### config.mk
export PLATFORM = sky130hd
export DESIGN_NAME = quoted_word_splitter
export DESIGN_NICKNAME = d
export VERILOG_FILES = /design/src/rtl/qws_pkg.sv /design/src/rtl/quoted_word_splitter.sv
export SDC_FILE = /design/constraint.sdc
export NUM_CORES = 1
export LEC_CHECK = 0
export BUFFER_PORTS_ARGS = -buffer_cell sky130_fd_sc_hd__buf_2
export CORE_UTILIZATION = 65
export CTS_CLUSTER_DIAMETER = 100
export CTS_CLUSTER_SIZE = 20
export DETAILED_ROUTE_END_ITERATION = 8
export GPL_ROUTABILITY_DRIVEN = 0
export GPL_TIMING_DRIVEN = 0
export PLACE_DENSITY = 0.95
export SETUP_SLACK_MARGIN = 0.15
export SLEW_MARGIN = 20
export SYNTH_ARGS = -nofsm -noshare
export SYNTH_HDL_FRONTEND = slang
export SYNTH_SLANG_ARGS = --single-unit
### constraint.sdc
create_clock -name i_clk -period 16.2 [get_ports i_clk]
set_input_delay 0.81 -clock i_clk [delete_from_list [all_inputs] [get_ports i_clk]]
set_output_delay 0.81 -clock i_clk [all_outputs]
set_load 0.03 [all_outputs]
### src/rtl/qws_pkg.sv
// Package for the quoted word splitter: byte codes, quote kinds, register
// indexes and the result record. No dependencies.
package qws_pkg;

    localparam logic [7:0]  BACKSLASH_BYTE = 8'h5C;
    localparam logic [7:0]  DQUOTE_BYTE    = 8'h22;
    localparam logic [7:0]  SQUOTE_BYTE    = 8'h27;
    localparam logic [15:0] COUNT_MAX      = 16'hFFFF;

    localparam logic [63:0] SEP_MASK_0_RESET = 64'h0000_0001_0000_0000;

    typedef enum logic [2:0] {
        CFG_SEP_MASK_0  = 3'd0,
        CFG_SEP_MASK_1  = 3'd1,
        CFG_SEP_MASK_2  = 3'd2,
        CFG_SEP_MASK_3  = 3'd3,
        CFG_SINGLE_MODE = 3'd4
    } t_cfg_index;

    typedef enum logic [1:0] {
        QK_NONE   = 2'd0,
        QK_DOUBLE = 2'd1,
        QK_SINGLE = 2'd2
    } t_quote;

    typedef struct packed {
        logic        has_byte;
        logic [7:0]  out_byte;
        logic        word_end;
        logic        done_res;
        logic [15:0] word_count;
    } t_result;

endpackage

### src/rtl/quoted_word_splitter.sv
// Quoted word splitter top level: tokenizer state, separator set registers
// and a result register with a skid stage. Depends on qws_pkg.
//
// One byte is taken per clock cycle while o_in_stall is low: each request
// updates the quote, escape and collapse flags and the word count, and its
// result (if any) is registered into the output register, or into the skid
// register behind it while the output register holds a result not yet taken;
// o_in_stall rises only when that skid register is occupied.
// Configuration writes are always ready and take effect on the next request.
module quoted_word_splitter (
    input  logic        i_clk,
    input  logic        i_rst_n,
    input  logic        i_in_valid,
    output logic        o_in_stall,
    input  logic [7:0]  i_in_byte,
    input  logic        i_end_of_text,
    output logic        o_out_valid,
    input  logic        i_out_stall,
    output logic        o_has_byte,
    output logic [7:0]  o_out_byte,
    output logic        o_word_end,
    output logic        o_done_res,
    output logic [15:0] o_word_count,
    input  logic        i_cfg_valid,
    output logic        o_cfg_ready,
    input  logic [2:0]  i_cfg_index,
    input  logic [63:0] i_cfg_data
);

    logic [63:0]     r_sep_mask [4];
    logic            r_single_mode;

    qws_pkg::t_quote r_quote, n_quote;
    logic            r_escape, n_escape;
    logic            r_skipping, n_skipping;
    logic            r_nonempty, n_nonempty;
    logic            r_quoted, n_quoted;
    logic [15:0]     r_words, n_words;

    qws_pkg::t_result r_out, r_skid, w_res;
    logic             r_out_valid, r_skid_valid;
    logic             w_res_valid;

    logic [255:0]    w_sep_set;
    logic            w_is_sep;
    logic [15:0]     w_bumped;
    qws_pkg::t_quote w_q;
    logic            w_accept;
    logic            w_take;

    assign w_sep_set   = {r_sep_mask[3], r_sep_mask[2], r_sep_mask[1], r_sep_mask[0]};
    assign w_is_sep    = w_sep_set[i_in_byte];
    assign w_bumped    = (r_words != qws_pkg::COUNT_MAX) ? r_words + 16'd1 : r_words;
    assign w_accept    = i_in_valid && !r_skid_valid;
    assign w_take      = r_out_valid && !i_out_stall;
    assign o_in_stall  = r_skid_valid;
    assign o_cfg_ready = 1'b1;

    always_comb begin
        if (i_in_byte == qws_pkg::DQUOTE_BYTE) begin
            w_q = qws_pkg::QK_DOUBLE;
        end else if (i_in_byte == qws_pkg::SQUOTE_BYTE) begin
            w_q = qws_pkg::QK_SINGLE;
        end else begin
            w_q = qws_pkg::QK_NONE;
        end
    end

    always_comb begin
        n_quote     = r_quote;
        n_escape    = r_escape;
        n_skipping  = r_skipping;
        n_nonempty  = r_nonempty;
        n_quoted    = r_quoted;
        n_words     = r_words;
        w_res       = '0;
        w_res_valid = 1'b0;
        if (i_end_of_text) begin
            w_res_valid      = 1'b1;
            w_res.done_res   = 1'b1;
            w_res.word_end   = r_nonempty || r_quoted;
            w_res.word_count = (r_nonempty || r_quoted) ? w_bumped : r_words;
            n_quote          = qws_pkg::QK_NONE;
            n_escape         = 1'b0;
            n_skipping       = 1'b0;
            n_nonempty       = 1'b0;
            n_quoted         = 1'b0;
            n_words          = '0;
        end else if (r_skipping && w_is_sep) begin
            // drop separator inside a collapse run
        end else begin
            n_skipping = 1'b0;
            if (r_escape) begin
                n_escape       = 1'b0;
                n_nonempty     = 1'b1;
                w_res_valid    = 1'b1;
                w_res.has_byte = 1'b1;
                w_res.out_byte = i_in_byte;
            end else if (i_in_byte == qws_pkg::BACKSLASH_BYTE) begin
                n_escape = 1'b1;
            end else if (r_quote != qws_pkg::QK_NONE && w_q == r_quote) begin
                n_quote = qws_pkg::QK_NONE;
            end else if (r_quote == qws_pkg::QK_NONE && w_q != qws_pkg::QK_NONE) begin
                n_quote  = w_q;
                n_quoted = 1'b1;
            end else if (r_quote == qws_pkg::QK_NONE && w_is_sep) begin
                n_words        = w_bumped;
                n_nonempty     = 1'b0;
                n_quoted       = 1'b0;
                n_skipping     = !r_single_mode;
                w_res_valid    = 1'b1;
                w_res.word_end = 1'b1;
            end else begin
                n_nonempty     = 1'b1;
                w_res_valid    = 1'b1;
                w_res.has_byte = 1'b1;
                w_res.out_byte = i_in_byte;
            end
        end
    end

    always_ff @(posedge i_clk) begin
        if (!i_rst_n) begin
            r_sep_mask[0] <= qws_pkg::SEP_MASK_0_RESET;
            r_sep_mask[1] <= '0;
            r_sep_mask[2] <= '0;
            r_sep_mask[3] <= '0;
            r_single_mode <= 1'b0;
        end else if (i_cfg_valid) begin
            unique case (i_cfg_index)
                qws_pkg::CFG_SEP_MASK_0:  r_sep_mask[0] <= i_cfg_data;
                qws_pkg::CFG_SEP_MASK_1:  r_sep_mask[1] <= i_cfg_data;
                qws_pkg::CFG_SEP_MASK_2:  r_sep_mask[2] <= i_cfg_data;
                qws_pkg::CFG_SEP_MASK_3:  r_sep_mask[3] <= i_cfg_data;
                qws_pkg::CFG_SINGLE_MODE: r_single_mode <= i_cfg_data[0];
                default: begin
                end
            endcase
        end
    end

    always_ff @(posedge i_clk) begin
        if (!i_rst_n) begin
            r_quote    <= qws_pkg::QK_NONE;
            r_escape   <= 1'b0;
            r_skipping <= 1'b0;
            r_nonempty <= 1'b0;
            r_quoted   <= 1'b0;
            r_words    <= '0;
        end else if (w_accept) begin
            r_quote    <= n_quote;
            r_escape   <= n_escape;
            r_skipping <= n_skipping;
            r_nonempty <= n_nonempty;
            r_quoted   <= n_quoted;
            r_words    <= n_words;
        end
    end

    always_ff @(posedge i_clk) begin
        if (!i_rst_n) begin
            r_out_valid  <= 1'b0;
            r_skid_valid <= 1'b0;
        end else if (r_skid_valid) begin
            if (w_take) begin
                r_out        <= r_skid;
                r_skid_valid <= 1'b0;
            end
        end else if (!r_out_valid || w_take) begin
            r_out_valid <= w_accept && w_res_valid;
            r_out       <= w_res;
        end else if (w_accept && w_res_valid) begin
            r_skid       <= w_res;
            r_skid_valid <= 1'b1;
        end
    end

    assign o_out_valid  = r_out_valid;
    assign o_has_byte   = r_out.has_byte;
    assign o_out_byte   = r_out.out_byte;
    assign o_word_end   = r_out.word_end;
    assign o_done_res   = r_out.done_res;
    assign o_word_count = r_out.word_count;

    a_skid_behind_out: assert property (@(posedge i_clk) disable iff (!i_rst_n)
        r_skid_valid |-> r_out_valid)
        else $error("skid register holds a result while output register is empty");

    a_count_only_when_done: assert property (@(posedge i_clk) disable iff (!i_rst_n)
        (r_out_valid && !r_out.done_res) |-> (r_out.word_count == 16'd0))
        else $error("word count shown on a result that is not an end result");

    a_end_clears_state: assert property (@(posedge i_clk) disable iff (!i_rst_n)
        (w_accept && i_end_of_text) |=>
        (r_quote == qws_pkg::QK_NONE && r_words == 16'd0 && !r_escape && !r_skipping))
        else $error("string state not cleared after end request");

    a_byte_xor_end: assert property (@(posedge i_clk) disable iff (!i_rst_n)
        r_out_valid |-> !(r_out.has_byte && (r_out.word_end || r_out.done_res)))
        else $error("result carries a word byte together with a word end");

endmodule

==> impl_metrics.py <==
metrics = {
    "drt": {
        "dr.pass1.iters": 7,
        "drt_iter0_markers": 1340,
        "antenna_left": 0,
        "post_drt_wl_per_cell_um": 24.02,
        "avgViaCountPerCell": 6.591,
        "routed-via-count": 10670,
        "drt-total-wl_um": 38890,
        "drcViolationCount": 0,
    },
    "power_and_ir_drop": {
        "switching_share": 0.2391,
        "p_seq_frac": 0.587,
        "power_density_nw_per_um2": 98.50,
        "power.leakage_nw": 6.304,
        "irDropWorstVdd_uv": 90.76,
        "clock_power_share": 0.299,
        "power_mw": 1.728,
        "p_comb_frac": 0.114,
        "p_sw_uw": 413.2,
        "p_int_mw": 1.315,
    },
    "clocking": {
        "cts_buffer_depth": 3,
        "cts_hold_buf": 0,
        "insertion_delay_ns": 0.53,
        "cts_setup_buffers": 0,
        "clk_pin_slew_worst_paths_ns": 0.09,
        "clock_sinks": 335,
        "cts_tree": "done",
        "htreeDepth": 1,
        "cts_made_buffers": 20,
        "cts_root_buffer": "clkbuf_16",
        "cts.repair.resized": 0,
    },
    "synthesis": {
        "syn-cell-area_um2": 15770,
        "syn-num-nets": 1226,
        "synth_top_area_cell": "edfxtp_1",
        "seq_area_frac_synth": 0.6219,
        "synth_ff_type": "edfxtp_1",
        "synth_common_cells": "edfxtp_1, and2_1, nand2_1",
        "synth.area.top_cells": "edfxtp_1, and2_1, mux4_2",
        "synth.distinct_cells": 80,
        "syn_avg_cell_area_um2": 13.79,
        "yosysWarnings": 0,
        "synth.top_cell.area_share": 0.5901,
        "synth-seq-cells": 335,
        "syn_inst": 1144,
        "post-synth-top-count-cell": "edfxtp_1",
        "synth-edff-count": 310,
        "synth-async-reset-ratio": 0,
    },
    "timing": {
        "slew-limit-headroom": 0.3096,
        "slew_violations": 0,
        "finalCritPeriodShare": 0.2521,
        "fin_skew_ns": 0.01551,
        "final-setup-viol-count": 0,
        "clock.fmax_mhz": 244.8,
        "rsz0062_at_grt": "no",
        "worstMarginPinSlew_ns": 1.032,
        "period_needed_ns": 4.084,
        "hold_slack_ns": 0.4760,
        "hold_violations": 0,
        "tns_ns": 0,
    },
    "placement": {
        "io_buffer_count": 106,
        "detailed_place.area_um2": 16950,
        "dp_hpwl_um": 27760,
    },
    "die": {
        "die_h_um": 157.8,
        "initial_core_util": 0.6680,
        "io_pins": 111,
        "core_area_um2": 23610,
        "rows": 56,
        "dieArea_um2": 24890,
        "die_x_um": 157.8,
    },
    "finish": {
        "syn2layout_area_growth_pct": 11.22,
        "drive_gt1_frac": 0.1834,
        "stdcell_area_um2": 17540,
        "final_nets": 1366,
    },
    "setup_path": {
        "arrival_ns": 4.24,
        "cp_max_fo": 28,
        "cp.required_ns": 16.35,
        "cp_common_cell": "buf_2",
        "cp_num_cells": 11,
        "endpoint_kind": "flop",
        "criticalPathCategory": "in2reg",
        "critical_path_buf_inv_count": 4,
        "cp_cell_sequence": "buf_2 > buf_4 > buf_2 > mux4_2 > mux2i_1 > o211ai_1 > o2111ai_1 > a211o_1 > o311ai_1 > buf_2 > nor2_4",
        "start_kind": "primary input",
        "crit_family": "buffers and inverters",
        "cp_slowest_cell": "nor2_4",
        "reg2reg_depth": 8,
        "cp_slowest_stage_delay_ns": 0.65,
    },
    "grt": {
        "grt_pass1_wl_um": 59620,
        "grt_pass1_vias": 10690,
        "grt_max_degree": 41,
        "gr-total-overflow": 0,
        "grtUsageTotal": 0.3258,
        "antenna_found_initial": 1,
    },
    "min_path": {
        "hold_depth": 1,
        "hold_path_class": "in2reg",
    },
    "run": {
        "max_cap_viol_count": 0,
    },
    "run_status": {
        "status": "completed",
    },
}
[per-layer routing]
| metal | vias up | wire (µm) | track usage |
|---|---|---|---|
| met3 | 183 | 4365 | 0.06132 |
| met5 | - | 0 | 0 |
| met2 | 877 | 18930 | 0.5490 |
| met4 | 0 | 2013 | 0.1549 |
| li1 | 4530 | - | - |
| met1 | 5081 | 13590 | 0.4084 |
[stage by stage]
step | setup slack [ns] | std cells | util
2_1_floorplan | 9.997 | 1144 | -
3_3_place_gp | 7.927 | 1569 | 0.7074
3_5_place_dp | 11.80 | 1581 | 0.7179
4_1_cts | 12.22 | 1617 | 0.7427
5_1_grt | 12.07 | 1618 | 0.7428
6_report | 12.12 | 1619 | 0.7430
[cell type report]
type	instances	area [µm²]
clock buffers	35	578.1
clock inverters	1	7.507
fillers	1353	6070
flip-flops and latches	335	9809
inverters	18	67.56
well taps	319	399.1
diodes	2	5.005
multi-input cells	713	5538
repair buffers	118	710.7
plain buffers	78	427.9
[worst reg2reg max path, stage by stage (launching register included)]
cell and delay [ns]:
edfxtp_1 0.37, mux4_1 0.51, mux2i_1 0.32, a221oi_1 0.20
and3_1 0.27, o41ai_2 0.49, o311ai_1 0.20, buf_2 0.24
nor2_4 0.65
[power groups by stage]
stage,registers [mW],logic (mW),clock network (mW)
2_1_floorplan,1.04,0.106,0
3_3_place_gp,1.04,0.176,0
3_5_place_dp,1.03,0.190,0
4_1_cts,1.01,0.192,0.512
5_1_grt,1.02,0.206,0.546
6_report,1.01,0.197,0.516
[worst paths after layout]
path,startpoint,endpoint,slack [ns]
max,i_in_byte[1],r_skid[5]$_DFFE_PP_,12.12
min,i_end_of_text,r_skid[16]$_DFFE_PP_,0.48
max reg2reg,r_sep_mask[3][35]$_SDFFCE_PN0P_,r_skid[5]$_DFFE_PP_,12.56
min reg2reg,r_nonempty$_SDFFE_PN0P_,r_nonempty$_SDFFE_PN0P_,0.52
[logic make-up (layout without fill, tap and decap cells)]
logic type / after synthesis / count (layout) / share of synthesized area
AND/OR/NAND/NOR: 477 / 477 / 0.1698
AO/OA/AOI/OAI: 126 / 126 / 0.06298
buffers and inverters: 96 / 250 / 0.03141
XOR/XNOR: 10 / 10 / 0.005553
other: 1 / 3 / 0.0002377
adder cells (fa/ha/maj): 1 / 1 / 0.0007931
multiplexers: 98 / 98 / 0.1073
flip-flops: 335 / 335 / 0.6219
[flip-flops by register name, indices dropped and copies added (netlist names)]
register / count
r_escape: 1
r_words: 16
r_sep_mask: 256
o_done_res: 1
r_nonempty: 1
o_out_valid: 1
r_skid: 27
o_word_end: 1
r_quoted: 1
o_has_byte: 1
r_quote: 2
r_single_mode: 1
o_word_count: 16
o_in_stall: 1
r_skipping: 1
o_out_byte: 8
[layout by cell type, fill, tap and decap left out, types with 4 or more instances in the layout]
cell type	count
o31ai_1	21
buf_2	119
mux2i_1	39
and3_1	4
clkbuf_16	21
a311oi_1	4
nor2b_1	9
a31oi_1	13
buf_4	9
and2_1	258
mux4_1	14
nor3_1	11
a21oi_1	11
xnor2_1	7
a22oi_1	10
mux2_2	6
nor4_1	5
mux4_2	38
clkbuf_1	64
buf_12	6
o21a_1	5
edfxtp_1	310
inv_1	17
nor2_1	51
o21ai_0	9
a41oi_1	4
o2111ai_1	4
nand3_1	21
nand2_1	80
nand4_1	9
nand2b_1	6
buf_6	10
dfxtp_1	25
No activity file was read; power rests on OpenSTA's default activity.
